--- src/rtl/ovl_pkg.sv ---
`timescale 1ns / 1ps

package ovl_pkg;

   localparam int DEPTH_DEF      = 16;
   localparam int VALUE_BITS_DEF = 32;

   typedef enum logic [1:0] {
      KIND_APPEND = 2'd0,
      KIND_REMOVE = 2'd1,
      KIND_QUERY  = 2'd2
   } kind_type;

   typedef enum logic [2:0] {
      ST_IDLE,
      ST_SCAN,
      ST_SHIFT,
      ST_FIN
   } state_type;

   typedef struct packed {
      logic [1:0]  req_type;
      logic [31:0] item_value;
   } req_word_type;

   typedef struct packed {
      logic       hit;
      logic       full_refused;
      logic [4:0] entry_count;
   } rsp_word_type;

endpackage

--- src/rtl/ovl_mem.sv ---
`timescale 1ns / 1ps

module ovl_mem #(
   parameter int DEPTH = 16,
   parameter int WIDTH = 32
) (
   input  logic                     clock,
   input  logic                     wr_en,
   input  logic [$clog2(DEPTH)-1:0] wr_addr,
   input  logic [WIDTH-1:0]         wr_data,
   input  logic                     rd_en,
   input  logic [$clog2(DEPTH)-1:0] rd_addr,
   output logic [WIDTH-1:0]         rd_data
);

   logic [WIDTH-1:0] mem_ff [DEPTH];
   logic [WIDTH-1:0] rd_data_ff;

   always_ff @(posedge clock) begin
      if (wr_en) begin
         mem_ff[wr_addr] <= wr_data;
      end
   end

   always_ff @(posedge clock) begin
      if (rd_en) begin
         rd_data_ff <= mem_ff[rd_addr];
      end
   end

   assign rd_data = rd_data_ff;

endmodule

--- src/rtl/ovl_ctrl.sv ---
`timescale 1ns / 1ps

module ovl_ctrl
   import ovl_pkg::*;
#(
   parameter int DEPTH      = DEPTH_DEF,
   parameter int VALUE_BITS = VALUE_BITS_DEF
) (
   input  logic                       clock,
   input  logic                       reset,
   input  logic                       req_valid,
   output logic                       req_ready,
   input  req_word_type               req_data,
   output logic                       fin_valid,
   input  logic                       fin_ready,
   output rsp_word_type               fin_data,
   output logic [$clog2(DEPTH+1)-1:0] count
);

   localparam int IDX_W = $clog2(DEPTH);
   localparam int CNT_W = $clog2(DEPTH + 1);

   state_type               state_ff, state_in;
   logic [CNT_W-1:0]        count_ff, count_in;
   logic [CNT_W-1:0]        ptr_ff, ptr_in;
   logic                    pend_ff, pend_in;
   logic [IDX_W-1:0]        pos_ff, pos_in;
   logic                    rmv_ff, rmv_in;
   logic [VALUE_BITS-1:0]   key_ff, key_in;
   logic                    hit_ff, hit_in;
   logic                    ref_ff, ref_in;

   logic                    wr_en;
   logic [IDX_W-1:0]        wr_addr;
   logic [VALUE_BITS-1:0]   wr_data;
   logic                    rd_en;
   logic [IDX_W-1:0]        rd_addr;
   logic [VALUE_BITS-1:0]   rd_data;
   logic                    match;
   logic [VALUE_BITS-1:0]   req_key;

   ovl_mem #(
      .DEPTH(DEPTH),
      .WIDTH(VALUE_BITS)
   ) u_mem (
      .clock  (clock),
      .wr_en  (wr_en),
      .wr_addr(wr_addr),
      .wr_data(wr_data),
      .rd_en  (rd_en),
      .rd_addr(rd_addr),
      .rd_data(rd_data)
   );

   assign req_key = VALUE_BITS'(req_data.item_value);
   assign match   = pend_ff && (rd_data == key_ff);

   always_ff @(posedge clock) begin
      if (reset) begin
         state_ff <= ST_IDLE;
         count_ff <= '0;
         pend_ff  <= 1'b0;
      end else begin
         state_ff <= state_in;
         count_ff <= count_in;
         pend_ff  <= pend_in;
      end
   end

   always_ff @(posedge clock) begin
      ptr_ff <= ptr_in;
      pos_ff <= pos_in;
      rmv_ff <= rmv_in;
      key_ff <= key_in;
      hit_ff <= hit_in;
      ref_ff <= ref_in;
   end

   always_comb begin
      state_in  = state_ff;
      count_in  = count_ff;
      ptr_in    = ptr_ff;
      pend_in   = pend_ff;
      pos_in    = pos_ff;
      rmv_in    = rmv_ff;
      key_in    = key_ff;
      hit_in    = hit_ff;
      ref_in    = ref_ff;
      wr_en     = 1'b0;
      wr_addr   = pos_ff;
      wr_data   = rd_data;
      rd_en     = 1'b0;
      rd_addr   = ptr_ff[IDX_W-1:0];
      req_ready = 1'b0;
      fin_valid = 1'b0;
      case (state_ff)
         ST_IDLE: begin
            req_ready = 1'b1;
            if (req_valid) begin
               key_in  = req_key;
               rmv_in  = (req_data.req_type == KIND_REMOVE);
               hit_in  = 1'b0;
               ref_in  = 1'b0;
               ptr_in  = '0;
               pend_in = 1'b0;
               state_in = ST_FIN;
               if (req_data.req_type == KIND_APPEND) begin
                  if (count_ff >= CNT_W'(DEPTH)) begin
                     ref_in = 1'b1;
                  end else begin
                     wr_en    = 1'b1;
                     wr_addr  = count_ff[IDX_W-1:0];
                     wr_data  = req_key;
                     count_in = CNT_W'(count_ff + 1'b1);
                     hit_in   = 1'b1;
                  end
               end else if (req_data.req_type == KIND_REMOVE ||
                            req_data.req_type == KIND_QUERY) begin
                  state_in = ST_SCAN;
               end
            end
         end
         ST_SCAN: begin
            if (match) begin
               hit_in  = 1'b1;
               pend_in = 1'b0;
               if (rmv_ff) begin
                  ptr_in   = CNT_W'(pos_ff) + CNT_W'(1);
                  state_in = ST_SHIFT;
               end else begin
                  state_in = ST_FIN;
               end
            end else if (ptr_ff < count_ff) begin
               rd_en   = 1'b1;
               pend_in = 1'b1;
               pos_in  = ptr_ff[IDX_W-1:0];
               ptr_in  = CNT_W'(ptr_ff + 1'b1);
            end else begin
               pend_in = 1'b0;
               if (!pend_ff) begin
                  state_in = ST_FIN;
               end
            end
         end
         ST_SHIFT: begin
            // entry at ptr moves down one slot; each write lands in the cycle after its read
            wr_en = pend_ff;
            if (ptr_ff < count_ff) begin
               rd_en   = 1'b1;
               pend_in = 1'b1;
               pos_in  = IDX_W'(ptr_ff - 1'b1);
               ptr_in  = CNT_W'(ptr_ff + 1'b1);
            end else begin
               pend_in = 1'b0;
               if (!pend_ff) begin
                  count_in = CNT_W'(count_ff - 1'b1);
                  state_in = ST_FIN;
               end
            end
         end
         ST_FIN: begin
            fin_valid = 1'b1;
            if (fin_ready) begin
               state_in = ST_IDLE;
            end
         end
         default: begin
            state_in = ST_IDLE;
         end
      endcase
   end

   assign fin_data.hit          = hit_ff;
   assign fin_data.full_refused = ref_ff;
   assign fin_data.entry_count  = 5'(count_ff);
   assign count                 = count_ff;

endmodule

--- src/rtl/ordered_value_list.sv ---
`timescale 1ns / 1ps
// Ordered value list: bounded list of up to DEPTH values, head at position 0.
// Request word (req_valid/req_ready/req_data): req_type selects append at
// tail, remove first equal entry, or membership query; item_value is the
// value. One response word (rsp_valid/rsp_ready/rsp_data) per request with
// hit, full_refused and the entry count after the request.
// An append or an unused type goes straight to the final state; a query
// scans the entry RAM, and a remove scans it and then shifts the later
// entries down, one entry a cycle. One request is in flight at a time;
// req_ready is high only when the sequencer is idle.
// A finished response sits in an output register, so the next request may
// be taken while rsp_valid waits on rsp_ready. If that register is still
// full when the next request finishes, the sequencer holds in its final
// state until rsp_ready.
// Reset (synchronous, active high) empties the list; RAM contents are left
// as they are and are never read beyond the count.
module ordered_value_list
   import ovl_pkg::*;
#(
   parameter int DEPTH      = DEPTH_DEF,
   parameter int VALUE_BITS = VALUE_BITS_DEF
) (
   input  logic         clock,
   input  logic         reset,
   input  logic         req_valid,
   output logic         req_ready,
   input  req_word_type req_data,
   output logic         rsp_valid,
   input  logic         rsp_ready,
   output rsp_word_type rsp_data
);

   localparam int CNT_W = $clog2(DEPTH + 1);

   logic             fin_valid;
   logic             fin_ready;
   rsp_word_type     fin_data;
   logic [CNT_W-1:0] count;
   logic             rsp_valid_ff, rsp_valid_in;
   rsp_word_type     rsp_data_ff, rsp_data_in;

   ovl_ctrl #(
      .DEPTH     (DEPTH),
      .VALUE_BITS(VALUE_BITS)
   ) u_ctrl (
      .clock    (clock),
      .reset    (reset),
      .req_valid(req_valid),
      .req_ready(req_ready),
      .req_data (req_data),
      .fin_valid(fin_valid),
      .fin_ready(fin_ready),
      .fin_data (fin_data),
      .count    (count)
   );

   assign fin_ready = !rsp_valid_ff || rsp_ready;

   always_comb begin
      rsp_valid_in = rsp_valid_ff;
      rsp_data_in  = rsp_data_ff;
      if (fin_valid && fin_ready) begin
         rsp_valid_in = 1'b1;
         rsp_data_in  = fin_data;
      end else if (rsp_ready) begin
         rsp_valid_in = 1'b0;
      end
   end

   always_ff @(posedge clock) begin
      if (reset) begin
         rsp_valid_ff <= 1'b0;
      end else begin
         rsp_valid_ff <= rsp_valid_in;
      end
   end

   always_ff @(posedge clock) begin
      rsp_data_ff <= rsp_data_in;
   end

   assign rsp_valid = rsp_valid_ff;
   assign rsp_data  = rsp_data_ff;

`ifndef NO_ASSERTIONS
   a_count_bound: assert property (@(posedge clock) disable iff (reset)
      count <= CNT_W'(DEPTH))
      else $error("list count above depth");

   a_hit_xor_refuse: assert property (@(posedge clock) disable iff (reset)
      rsp_valid |-> !(rsp_data.hit && rsp_data.full_refused))
      else $error("response both hit and refused");

   a_busy_after_req: assert property (@(posedge clock) disable iff (reset)
      (req_valid && req_ready) |=> !req_ready)
      else $error("request taken while busy");

   a_fin_hold: assert property (@(posedge clock) disable iff (reset)
      (fin_valid && !fin_ready) |=> fin_valid && $stable(fin_data))
      else $error("finished word dropped while response full");
`endif

endmodule

--- config.mk ---
export PLATFORM = sky130hd
export DESIGN_NAME = ordered_value_list
export DESIGN_NICKNAME = d
export VERILOG_FILES = /design/src/rtl/ovl_pkg.sv /design/src/rtl/ovl_mem.sv /design/src/rtl/ovl_ctrl.sv /design/src/rtl/ordered_value_list.sv
export SDC_FILE = /design/constraint.sdc
export NUM_CORES = 1
export LEC_CHECK = 0
export BUFFER_PORTS_ARGS = -buffer_cell sky130_fd_sc_hd__buf_2
export CAP_MARGIN = 30
export CORE_ASPECT_RATIO = 1.5
export CORE_UTILIZATION = 30
export CTS_BUF_LIST = sky130_fd_sc_hd__clkbuf_4
export CTS_CLUSTER_SIZE = 16
export DETAILED_ROUTE_END_ITERATION = 8
export GPL_TIMING_DRIVEN = 1
export PLACE_DENSITY = 0.45
export SLEW_MARGIN = 0
export SYNTH_ARGS = -nofsm -noshare
export SYNTH_HDL_FRONTEND = slang
export SYNTH_HIERARCHICAL = 1
export SYNTH_SLANG_ARGS = --single-unit
--- constraint.sdc ---
create_clock -name clock -period 12.2 [get_ports clock]
set_input_delay 0 -clock clock [delete_from_list [all_inputs] [get_ports clock]]
set_output_delay 0 -clock clock [all_outputs]
set_load 0.02 [all_outputs]
## Word-level counts from Yosys, hierarchy flattened

Memories as Yosys holds them, arrays and structs flattened. A register that Yosys moved wholly into a read port is not among the register bits.
Cells that the tools add are included.

| word-level totals | value |
|---|---|
| memories | 1 |
| flip-flop bits (word level) | 61 |
| input bits | 38 |
| bits in writable memories | 512 |
| word-level logic and storage cells | 108 |
| output and inout port bits | 9 |

| operators by class | value |
|---|---|
| multiplexer cells | 51 |
| equal/unequal tests | 17 |
| add/subtract/negate cells | 5 |
| magnitude comparators | 2 |
| reduce and logical (&&, ||, !) cells | 19 |

Memory list:

| name | depth | width | rd ports | clocked after memory_dff | write ports | RTL line | RTL |
|---|---|---|---|---|---|---|---|
| u_ctrl.u_mem.mem_ff | 16 | 32 | 1 | 1 | 1 | ovl_mem.sv:16 | `logic [WIDTH-1:0] mem_ff [DEPTH];` |

Operators by type and width:

| cell | count |
|---|---|
| $mux W32 | 4 |
| $mux W5 | 9 |
| $eq A32 B32 Y1 | 1 |
| $mux W4 | 7 |
| $mux W3 | 6 |
| $mux W1 | 16 |
| $pmux W5 S3 | 1 |
| $ne A2 B2 Y1 const B | 6 |
| $pmux W3 S4 | 1 |
| $add A5 B1 Y5 const B | 2 |
| $pmux W5 S2 | 1 |
| $ne A2 B1 Y1 const B | 4 |
| $pmux W4 S2 | 1 |
| $reduce_bool A2 Y1 | 4 |
| $eq A3 B2 Y1 const B | 2 |
| $pmux W1 S2 | 3 |
| $reduce_and A2 Y1 | 3 |
| $reduce_and A3 Y1 | 2 |
| $reduce_and A6 Y1 | 1 |
| $add A4 B1 Y5 const B | 1 |
| $ge A5 B5 Y1 const B | 1 |
| $lt A5 B5 Y1 | 1 |
| $sub A5 B1 Y5 const B | 1 |
| $reduce_and A4 Y1 | 1 |
| other kinds (13) | 15 |

## Depth between registers and ports, before layout

Gate-level depths: netlist of run 1.

| logic depth | value |
|---|---|
| word-level depth | 7 |
| gate-level depth with buffers | 11 |
| mapped depth without buffers | 9 |

## Cells and area by module

Netlist of run 1, hierarchy kept.

Modules (own cells, without submodules):

| module | cells each | area each (um2) | instances | seq. area each (um2) |
|---|---|---|---|---|
| ovl_mem | 838 | 20,155.6 | 1 | 16,335.7 |
| ovl_ctrl | 281 | 3,235.6 | 1 | 1,501.4 |
| ordered_value_list | 12 | 265.3 | 1 | 230.2 |

## Worst setup path before layout of run 1

No wires, ideal clock.

| path | value |
|---|---|
| path kind | flip-flop to flip-flop |
| start point | reg u_ctrl.state_ff[0] |
| end point | mem u_ctrl.u_mem.mem_ff[0][0] (enable) |
| path buffers | 2 |
| slack | 7.469 ns |
| period minus slack after synthesis | 4.731 ns |
| arrival time | 4.270 ns |
| cell stages (with the launch flop) | 9 |
| required time | 11.739 ns |
| library setup time | 0.461 ns |
| cells stage by stage | dfxtp_1 > buf_2 > nor3_2 > nand4_1 > clkbuf_1 > nand2_1 > o21ai_0 > or3b_2 > nor3_1 |

| between the ends | value |
|---|---|
| elaborated cells between the ends (all ways) | 6 |
| those cells by class | eq/ne (1); mux (4); reduce/logical (1) |

RTL lines:

| item | RTL line | RTL |
|---|---|---|
| start: declaration | ovl_ctrl.sv:23 | `state_type state_ff, state_in;` |
| start signal: assignment | ovl_ctrl.sv:64 | `state_ff <= state_in;` |
| $logic_not A3 Y1 | ovl_ctrl.sv:96 | `case (state_ff)` |
| $mux W4 | ovl_ctrl.sv:96 |  |
| named net u_ctrl.wr_addr[2] | ovl_ctrl.sv:34 | `logic [IDX_W-1:0] wr_addr;` |
| end: declaration | ovl_mem.sv:16 |  |

The timed path passes the listed nets, and every way through them passes these cells.

## Final worst setup path of run 1

| path | value |
|---|---|
| start point | reg u_ctrl.state_ff[0] |
| end point | mem u_ctrl.u_mem.mem_ff[7][24] (enable) |

The elaborated chain is that of the path after synthesis.

==> results of run 1 <==
==> registers in the layout, indices dropped and copies added, names as in the netlist, 3 cells and up <==
| name | flops |
|---|---|
| u_ctrl/ptr_ff | 5 |
| u_ctrl/u_mem/mem_ff | 512 |
| u_ctrl/pos_ff | 4 |
| u_ctrl/state_ff | 3 |
| u_ctrl/key_ff | 32 |
| u_ctrl/count | 5 |
| u_ctrl/u_mem/rd_data | 32 |
| rsp_data | 7 |
==> routing by layer <==
metal	share of wire	wire length, um
met1	0.44	26500
met2	0.49	29300
met3	0.041	2480
met4	0.030	1790
met5	0	0
==> per-stage QoR <==
stage	cells	hold slack [ns]	util	total power, mW
2_1_floorplan	1131	0.0624	-	2.43
5_1_grt	2490	0.141	0.361	4.33
6_report	2491	0.163	0.361	4.16
3_3_place_gp	2148	0.197	0.323	2.50
4_1_cts	2488	0.0403	0.361	4.24
3_5_place_dp	2160	0.198	0.327	2.50
==> cell families after synthesis <==
kind of cell | Yosys count
xor+xnor | 45
flops | 605
fa+ha+maj | 13
buf+inv | 73
other cells | 1
compound gates | 104
mux | 163
simple gates | 127
==> worst max-delay path, stage by stage, from the launching register on <==
cell and delay [ns]:
dfxtp_1 0.40, nor3_2 0.26, nand4_1 0.13, buf_4 0.32
o21ai_0 0.81, nand2_1 0.52, nor2_4 0.72, buf_16 0.25
==> placed cells by master (no fill, tap or decap), drive strengths merged, types with 2 or more instances in the layout <==
cell and n:
clkbuf 204, a21boi 4, dlygate4sd3 76, a21o 4
mux2 33, and2 4, ha 12, inv 21
dfxtp 10, xor2 38, bufinv 6, o22ai 4
nor4 14, mux4 128, o21ai 10, a22oi 64
mux2i 2, a21oi 8, or3 3, nand3b 2
nand4 5, nor2b 4, nand3 6, edfxtp 595
xnor2 7, nand2 47, clkinv 35, nor3 9
buf 73, nor2 26, nand2b 3, diode 2
==> synth_stat cells (2+ instances only) <==
cell,n
a21boi_0,4
a21o_1,4
a21oi_1,7
a22oi_1,64
and2_1,3
buf_1,10
buf_2,8
buf_4,16
buf_6,3
clkbuf_1,22
dfxtp_1,10
edfxtp_1,595
ha_1,12
inv_1,13
mux2_2,33
mux2i_1,2
mux4_2,128
nand2_1,47
nand2b_1,2
nand3_1,6
nand3b_1,2
nand4_1,5
nor2_1,26
nor2b_1,4
nor3_1,8
nor4_1,14
o21ai_0,8
o22ai_1,4
or3_1,3
xnor2_1,7
xor2_1,38
==> layout make-up <==
type,count,share of cell area
antenna,2,0.000178
clock inverter,48,0.0122
clock buffer,204,0.0545
sequential,605,0.643
tap,1016,0.0453
multi-input combinational,453,0.191
timing repair buffer,149,0.0513
inverter,14,0.00187
==> worst min-delay path by stage <==
stage / slack (ns) / start / endpoint / depth (start not counted)
floorplan: 0.06 / reset / rsp_valid / 1
global placement: 0.20 / req_data[2] / u_ctrl/key_ff[2] / 1
detailed placement: 0.20 / req_data[29] / u_ctrl/key_ff[29] / 1
CTS: 0.04 / rsp_ready / u_ctrl/state_ff[1] / 6
global route: 0.14 / rsp_ready / u_ctrl/state_ff[1] / 6
finish: 0.16 / rsp_ready / u_ctrl/state_ff[1] / 6
==> report_power, final <==
group          switching, mW  total, mW  internal, mW
Clock                  0.793       1.69         0.898
Sequential           0.00679       2.29          2.28
Combinational          0.108      0.187        0.0791
Total                  0.908       4.16          3.26
==> out/metrics.yaml, run 1 <==
route:
  drt-total-wl_mm: 60.0
  vias_per_cell: 4.83
  vias: 12000
  drt_iter0_drc: 709
  wl_per_cell_um: 24.1
  drtAntennaViolNets: 0
  dr.pass1.iters: 5
  remaining_drc_errors: 0
clocking:
  cts_root_buffer: "clkbuf_4"
  post_cts_buffers: 0
  path_clk_slew_ns: 0.08
  clkLatencyLatePin_ns: 0.91
  cts_resized: 0
  cts_buffers: 147
  clock_path_buffers: 3
  holdBufCountCts: 76
  tritoncts: "built"
  htreeDepth: 4
  cts.sinks: 605
layout:
  multi_input_area_um2: 5370
  nets: 1421
  fin_area_um2: 28100
  regArea_um2: 18100
  area_delta_synth_final_pct: 18.7
  drive_gt1_frac: 0.330
  fill_cells: 7154
worst_setup_path:
  end_kind: "register"
  reg2reg_from: "u_ctrl/state_ff[0]"
  r2r_slack_ns: 8.40
  startpoint: "u_ctrl/state_ff[0]"
  r2r_cells: 7
  setup.worst_path.class: "register to register"
  cp.arrival_ns: 4.36
  reg2reg_to: "u_ctrl/u_mem/mem_ff[7][24]"
  crit_fanout: 41
  cp.required_ns: 12.76
  startpoint_type: "register"
  crit_end: "u_ctrl/u_mem/mem_ff[7][24]"
timing:
  fin_setup_tns_ns: 0
  fin_crit_ns: 3.80
  setup_violations: 0
  skew_ns: 0.0643
  setup_slack_ns: 8.40
  worst_slew_pin_slew_ns: 1.06
  rsz0062_at_grt: "no"
  fmax_ghz: 0.263
  period_share: 0.312
  final_max_slew_viol_count: 0
  slew-limit-headroom: 0.294
  hold_violations: 0
logic_synthesis:
  synth_ff_type: "edfxtp_1"
  yosys.area_share.xor_xnor: 0.0167
  seq_area_frac_synth: 0.764
  synth_cell_types: 54
  synthMuxAreaShare: 0.138
  synthCells: 1131
  avgSynthCellArea_um2: 20.9
  async_flop_share: 0
  syn_nets: 1182
  synth_compound_area_frac: 0.0323
  netlist_area_um2: 23700
  synth-simple-area-share: 0.0261
  synth_edf_count: 595
  yosys.area.top_type: "edfxtp_1"
  synthTopCellsByArea: "edfxtp_1, mux4_2, a22oi_1"
  netlist.area_leader.share: 0.755
  yosysWarnings: 6
  synthAdderAreaFrac: 0.00719
  synth_top_family_by_area: "multiplexers"
  ys_ff_latch: 605
power_and_ir_drop:
  power.leakage_nw: 9.07
  vdd_drop_max_uv: 71.4
  p_per_area_nw_per_um2: 148
floorplanning:
  num_rows: 125
  start_util: 0.304
  die_area_um2: 80000
  pin_count: 47
  die_h_um: 346
  die_w_um: 231
  core_area_um2: 77700
placement:
  portBuffers: 46
  place_ws_ns: 8.43
  gp_congestion: 0.758
  place_area_um2: 25400
  dp_hpwl_mm: 36.0
outcome:
  status: "complete, no violations"
min_path:
  min_path_type: "primary input to register"
global_route:
  grt_pass1_wl_mm: 87.2
  overflow: 0
  use_met2: 0.244
  use_met1: 0.202
  grt-busiest-layer: "met2"
  met3_usage: 0.0288
  grt_use_total: 0.153
  antenna_found_initial: 1
  grt_pass1_vias: 12800
  grt_start_max_net_pins: 135
run:
  max_cap_violations: 0
No activity file was read; power rests on OpenSTA's default activity.
==> inputs of run 2 (changes only) <==
- ABC_AREA: unset -> 1
- PLACE_DENSITY: 0.45 -> 0.47
- clock period: 12.2 -> 3.3 ns (I/O delays scaled with it)
==> run 2 against run 1 <==
  * Synthesized cell count increased by 130%
  * Total power increased to 3.8 times the previous value
  * Sequential share of layout area decreased by 6.3 points
  * Global-route usage increased by 1.5 points
  * Register-to-register slack got worse by 8.0 ns
  * Sequential power increased to 3.7 times the previous value
  * Clock skew decreased by 0.0046 ns
  * Cell area increased by 11%
==> out/metrics.yaml, run 2 <==
logic_synthesis:
  avgSynthCellArea_um2: 10.3  # -51%
  netlist_area_um2: 26800  # +13%
  synthTopCellsByArea: "edfxtp_1, nand2_1, nand3_1"
  netlist.area_leader.share: 0.667  # -0.0880
  synthCells: 2601  # +130%
  synth_cell_types: 38  # -30%
  synth_ff_type: "edfxtp_1"
  ys_ff_latch: 605  # unchanged
  yosys.area.top_type: "edfxtp_1"
  yosys-top-cells-count: "nand2_1, edfxtp_1, inv_1"
  synth_edf_count: 595  # unchanged
  syn_nets: 2652  # +120%
  seq_area_frac_synth: 0.675  # -0.0889
  synth.most_common_cell: "nand2_1"
  async_flop_share: 0  # unchanged
  yosysWarnings: 6  # unchanged
layout:
  final_common_cell: "nand2_1"
  area_delta_synth_final_pct: 16.4
  largest_reg_flops: 512  # unchanged
  fill_cells: 8801  # +23%
  regMostFlops: "u_ctrl/u_mem/mem_ff"
  drive_gt1_frac: 0.128  # -0.202
  final_cell_mix: "nand2_1, edfxtp_1, inv_1"
  nets: 2870  # +100%
worst_setup_path:
  crit_fanout: 23  # -44%
  reg2reg_from: "u_ctrl/state_ff[2]"
  startpoint_type: "register"
  reg2reg_to: "u_ctrl/u_mem/mem_ff[12][19]"
  cp.required_ns: 3.90  # -8.86 ns
  startpoint: "u_ctrl/state_ff[2]"
  cp.arrival_ns: 3.53  # -0.83 ns
  r2r_slack_ns: 0.37  # -8.03 ns
  r2r_cells: 10  # +3
  end_kind: "register"
  setup.worst_path.class: "register to register"
timing:
  skew_ns: 0.0598  # -0.00458 ns
  fmax_ghz: 0.342  # +30%
  slew-limit-headroom: 0.333  # +0.0384
  worst_slew_pin_slew_ns: 1.00  # -0.0577 ns
  setup_slack_ns: 0.372  # -8.03 ns
  final_max_slew_viol_count: 0  # unchanged
  hold_violations: 0  # unchanged
  rsz0062_at_grt: "no"
  setup_violations: 0  # unchanged
  period_share: 0.887  # +0.576
  whs_ns: 0.141  # -0.0225 ns
  fin_crit_ns: 2.93  # -0.872 ns
  fin_setup_tns_ns: 0  # unchanged
clocking:
  tritoncts: "built"
  cts_root_buffer: "clkbuf_4"
  cts_buffers: 147  # unchanged
  cts.sinks: 605  # unchanged
  htreeDepth: 4  # unchanged
  clock_path_buffers: 3  # unchanged
  clkLatencyLatePin_ns: 0.98  # +0.07 ns
  path_clk_slew_ns: 0.07  # about the same
  post_cts_buffers: 0  # unchanged
route:
  met3WireLength_mm: 3.45  # +39%
  met1_length_mm: 31.8  # +20%
  vias_per_cell: 4.55  # -5.9%
  remaining_drc_errors: 0  # unchanged
  dr.pass1.iters: 5  # unchanged
  drtAntennaViolNets: 0  # unchanged
  wl_per_cell_um: 18.4  # -24%
  top_layer: "met5"
  vias: 18500  # +54%
  drt_iter0_drc: 1247  # +76%
  drt-total-wl_mm: 74.9  # +25%
  wl_met2_mm: 37.7  # +29%
floorplanning:
  core_area_um2: 88000  # +13%
  die_area_um2: 90500  # +13%
  num_rows: 133  # +6.4%
  die_h_um: 368  # +6.3%
  pin_count: 47  # unchanged
  die_w_um: 246  # +6.3%
  start_util: 0.304  # about the same
placement:
  place_ws_ns: 0.373  # -8.05 ns
  gp_congestion: 0.811  # +7.0%
  dp_hpwl_mm: 43.0  # +19%
  portBuffers: 46  # unchanged
global_route:
  grt_use_total: 0.168  # +0.0152
  overflow: 0  # unchanged
  grt_start_max_net_pins: 177  # +31%
  grt_pass1_vias: 18700  # +46%
  antenna_found_initial: 8  # +7
  grt_pass1_wl_mm: 113  # +30%
min_path:
  holdPathStages: 4  # -2
  hp-start: "req_data[27]"
  min_path_type: "primary input to register"
  hold_end: "u_ctrl/u_mem/mem_ff[1][27]"
power_and_ir_drop:
  vdd_drop_max_uv: 186  # +160%
  p_per_area_nw_per_um2: 506  # +240%
  power.leakage_nw: 13.2  # +46%
  power_mw: 15.8  # +280%
run:
  max_cap_violations: 0  # unchanged
outcome:
  status: "complete, no violations"
## run 2: layout make-up
class | count | area (um2) | area share
clock buffers | 204 | 1530 | 0.0492
well taps | 1147 | 1440 | 0.0461
flip-flops and latches | 605 | 18100 | 0.580
inverters | 484 | 1820 | 0.0586
repair buffers | 188 | 1760 | 0.0565
diodes | 3 | 7.51 | 0.000241
clock inverters | 47 | 292 | 0.00936
multi-input cells | 1393 | 6240 | 0.200
## run 2: worst max path at each step
stage / endpoint / slack, ns / cells after the start
2_1_floorplan: u_ctrl/u_mem/mem_ff[12][0] / -0.18 / 10
3_3_place_gp: u_ctrl/u_mem/rd_data[14] / 0.40 / 10
3_5_place_dp: u_ctrl/u_mem/mem_ff[12][5] / 0.37 / 10
4_1_cts: u_ctrl/u_mem/mem_ff[12][2] / 0.38 / 10
5_1_grt: u_ctrl/u_mem/mem_ff[12][17] / 0.12 / 10
6_report: u_ctrl/u_mem/mem_ff[12][19] / 0.37 / 10
## run 2: per-layer routing
layer | global-route usage | up-vias
met3 | 0.0276 | 144
met1 | 0.209 | 8971
met2 | 0.289 | 469
li1 | - | 8925
met4 | 0.0625 | 6
met5 | 0 | -
## run 2: timing repair
action | in CTS | in global routing
resized for setup | 0 | 0
hold buffers | 75 | 0
hold endpoints to repair | 603 | 0
## run 2: critical path, cell delays in order, from the launching register on
cell and delay, ns:
dfxtp_1 0.33, nor2_1 0.14, inv_2 0.08, nor2_4 0.11, inv_2 0.08, nor3_4 0.21
inv_2 0.19, o21ai_0 0.40, nand3_1 0.41, nor2_4 0.21, buf_4 0.41
## run 2: through the flow
stage | instance area [um2] | utilization | std cells
floorplan | 26800 | - | 2601
global placement | 28500 | 0.324 | 3740
detailed placement | 28600 | 0.325 | 3742
CTS | 31100 | 0.354 | 4068
global route | 31200 | 0.354 | 4071
finish | 31200 | 0.354 | 4071
## run 2: cell families (layout without fill, tap and decap cells)
kind of cell,count (synthesis),count (layout),share of synthesized area
AO/OA/AOI/OAI,66,66,0.0131
flip-flops,605,605,0.675
buffers and inverters,603,923,0.0977
other,1,4,0.000140
XOR/XNOR,17,17,0.00556
AND/OR/NAND/NOR,1296,1296,0.202
adder cells (fa/ha/maj),13,13,0.00636
## run 2: where the power goes
group          internal (mW)  leakage, nW  total [mW]  switching (mW)
combinational          0.328         6.67        1.06           0.735
clock                   3.16         1.09        6.21            3.05
sequential              8.46         5.46        8.49          0.0277
==> inputs of run 3 (changes only) <==
- RECOVER_POWER: unset -> 50
==> run 3 against run 2 <==
  * The flow now finishes with violations (max-capacitance violations, max-slew violations)
  * Sequential power barely moved
  * Combinational power barely moved
  * Register-to-register slack got worse by 0.11 ns
  * Via count fell by 0.24%
  * Fmax fell by 3.5%
  * Clock power barely moved
  * Total power barely moved
  * Hold slack got worse by 0.012 ns
  * Critical path type unchanged
  * Largest power group unchanged
  * Highest routed layer unchanged
==> out/metrics.yaml, run 3 (synthesis gave the netlist of run 2 again) <==
outcome:
  status: "finished with violations"
  failed_checks: "max-capacitance violations, max-slew violations"
timing:
  final_max_slew_viol_count: 13  # +13
  rsz0062_at_grt: "no"
  fin_crit_ns: 3.04  # +0.108 ns
  fmax_ghz: 0.329  # -3.5%
  period_share: 0.920  # +0.0326
  skew_ns: 0.0607  # +0.000963 ns
  hold_violations: 0  # unchanged
  fin_setup_tns_ns: 0  # unchanged
  setup_violations: 0  # unchanged
  slew-limit-headroom: -0.375  # -0.708
  worst_slew_pin_slew_ns: 2.05  # +1.05 ns
floorplanning:
  core_area_um2: 88000  # unchanged
  die_area_um2: 90500  # unchanged
  pin_count: 47  # unchanged
  start_util: 0.304  # unchanged
  die_w_um: 246  # unchanged
  num_rows: 133  # unchanged
  die_h_um: 368  # unchanged
power_and_ir_drop:
  vdd_drop_max_uv: 187  # +0.37%
  power_mw: 15.7  # about the same
  power.leakage_nw: 13.1  # -1.2%
  p_per_area_nw_per_um2: 508  # +0.36%
layout:
  area_delta_synth_final_pct: 15.8
  final_cell_mix: "nand2_1, edfxtp_1, inv_1"
  nets: 2870  # unchanged
  fill_cells: 8835  # +0.39%
  largest_reg_flops: 512  # unchanged
  drive_gt1_frac: 0.110  # -0.0181
  regMostFlops: "u_ctrl/u_mem/mem_ff"
  final_common_cell: "nand2_1"
worst_setup_path:
  setup.worst_path.class: "register to register"
  reg2reg_from: "u_ctrl/state_ff[2]"
  cpPeakStageDelay_ns: 0.79  # +0.38 ns
  r2r_cells: 8  # -2
  path_delay_family: "buffers and inverters"
  r2r_slack_ns: 0.26  # -0.11 ns
  end_kind: "register"
  reg2reg_to: "u_ctrl/u_mem/mem_ff[2][15]"
  crit_fanout: 37  # +61%
  cp_cell_sequence: "nor2_1 -> inv_1 -> nor2_4 -> inv_1 -> nor3_4 -> clkbuf_2 -> o21ai_0 -> buf_4"
  cp_common_cell: "inv_1"
  startpoint_type: "register"
  worst-path-stages: 8  # -2
  critPathSlowestCell: "clkbuf_2"
  critPathBufInv: 4  # unchanged
  cp.required_ns: 3.99  # +0.09 ns
  cp.arrival_ns: 3.73  # +0.20 ns
clocking:
  htreeDepth: 4  # unchanged
  clkLatencyLatePin_ns: 0.98  # about the same
  tritoncts: "built"
  cts_root_buffer: "clkbuf_4"
  cts_buffers: 147  # unchanged
  clock_path_buffers: 3  # unchanged
  cts_resized: 0  # unchanged
  holdBufCountCts: 75  # unchanged
  path_clk_slew_ns: 0.07  # about the same
  post_cts_buffers: 0  # unchanged
  cts.sinks: 605  # unchanged
global_route:
  grt_pass1_vias: 18700  # unchanged
  grt_pass1_wl_mm: 113  # unchanged
  grt_use_total: 0.168  # unchanged
  overflow: 0  # unchanged
  grt_start_max_net_pins: 177  # unchanged
  antenna_found_initial: 8  # unchanged
min_path:
  min_path_type: "primary input to register"
  hold_end: "u_ctrl/pend_ff"
  holdPathStages: 7  # +3
  hp-start: "req_valid"
route:
  vias_per_cell: 4.54  # -0.24%
  drt-total-wl_mm: 74.9  # about the same
  wl_per_cell_um: 18.4  # about the same
  drt_iter0_drc: 1325  # +6.3%
  remaining_drc_errors: 0  # unchanged
  drtAntennaViolNets: 0  # unchanged
  vias: 18500  # -0.24%
  dr.pass1.iters: 5  # unchanged
placement:
  dp_hpwl_mm: 43.0  # unchanged
  portBuffers: 46  # unchanged
  gp_congestion: 0.811  # unchanged
run:
  max_cap_violations: 1  # +1
run 3: changes by cell type in the layout (fill, tap and decap cells not counted), moves of 2 or more:
cell | previous run | this run
buf_2 | 46 | 8
buf_4 | 45 | 21
clkbuf_1 | 0 | 46
clkbuf_2 | 0 | 16
inv_1 | 473 | 477
inv_2 | 14 | 10
nor2_1 | 27 | 29
o21ai_0 | 18 | 36
o21ai_1 | 20 | 3
run 3: final cells by class:
cell class / count / area (um2) / area share
inverter: 484 / 1820 / 0.0588
clock buffer: 204 / 1530 / 0.0494
multi-input combinational: 1393 / 6220 / 0.201
timing repair buffer: 188 / 1630 / 0.0527
antenna: 3 / 7.51 / 0.000242
tap: 1147 / 1440 / 0.0463
clock inverter: 47 / 292 / 0.00940
sequential: 605 / 18100 / 0.583
run 3: layer usage:
metal / vias to the layer above / share of wire / global-route usage
met4: 6 / 0.025 / 0.0625
met3: 139 / 0.045 / 0.0276
met5: - / 0.00055 / 0
met1: 8934 / 0.43 / 0.209
met2: 468 / 0.50 / 0.289
li1: 8924 / - / -
run 3: how the worst max path moves through the flow:
stage	from	to	slack, ns
after CTS	u_ctrl/state_ff[2]	u_ctrl/u_mem/mem_ff[12][2]	0.38
final	u_ctrl/state_ff[2]	u_ctrl/u_mem/mem_ff[2][15]	0.26
after detailed placement	u_ctrl/state_ff[0]	u_ctrl/u_mem/mem_ff[12][5]	0.37
after floorplan	u_ctrl/state_ff[0]	u_ctrl/u_mem/mem_ff[12][0]	-0.18
after global placement	u_ctrl/key_ff[16]	u_ctrl/u_mem/rd_data[14]	0.40
after global routing	u_ctrl/state_ff[2]	u_ctrl/u_mem/mem_ff[2][15]	0.06
run 3: through the flow:
step           cells  cell area (um2)  hold WS (ns)  setup slack (ns)  utilization
2_1_floorplan   2601            26800        0.0624            -0.180            -
3_3_place_gp    3740            28500         0.199             0.401        0.324
3_5_place_dp    3742            28600         0.199             0.373        0.325
4_1_cts         4068            31100        0.0456             0.377        0.354
5_1_grt         4071            31000         0.118            0.0625        0.352
6_report        4071            31000         0.129             0.264        0.352
run 3: report_power, final:
| part | switching (mW) | internal, mW |
|---|---|---|
| logic | 0.735 | 0.312 |
| clock network | 3.05 | 3.16 |
| registers | 0.0275 | 8.46 |
run 3: worst register-to-register path, delay by kind of cell, from the launching register on:
family                 cells  cell delay, ns
AOI/OAI and AO/OA          1            0.66
buffers and inverters      4            1.35
DFF                        1            0.34
and+or+nand+nor            3            0.44
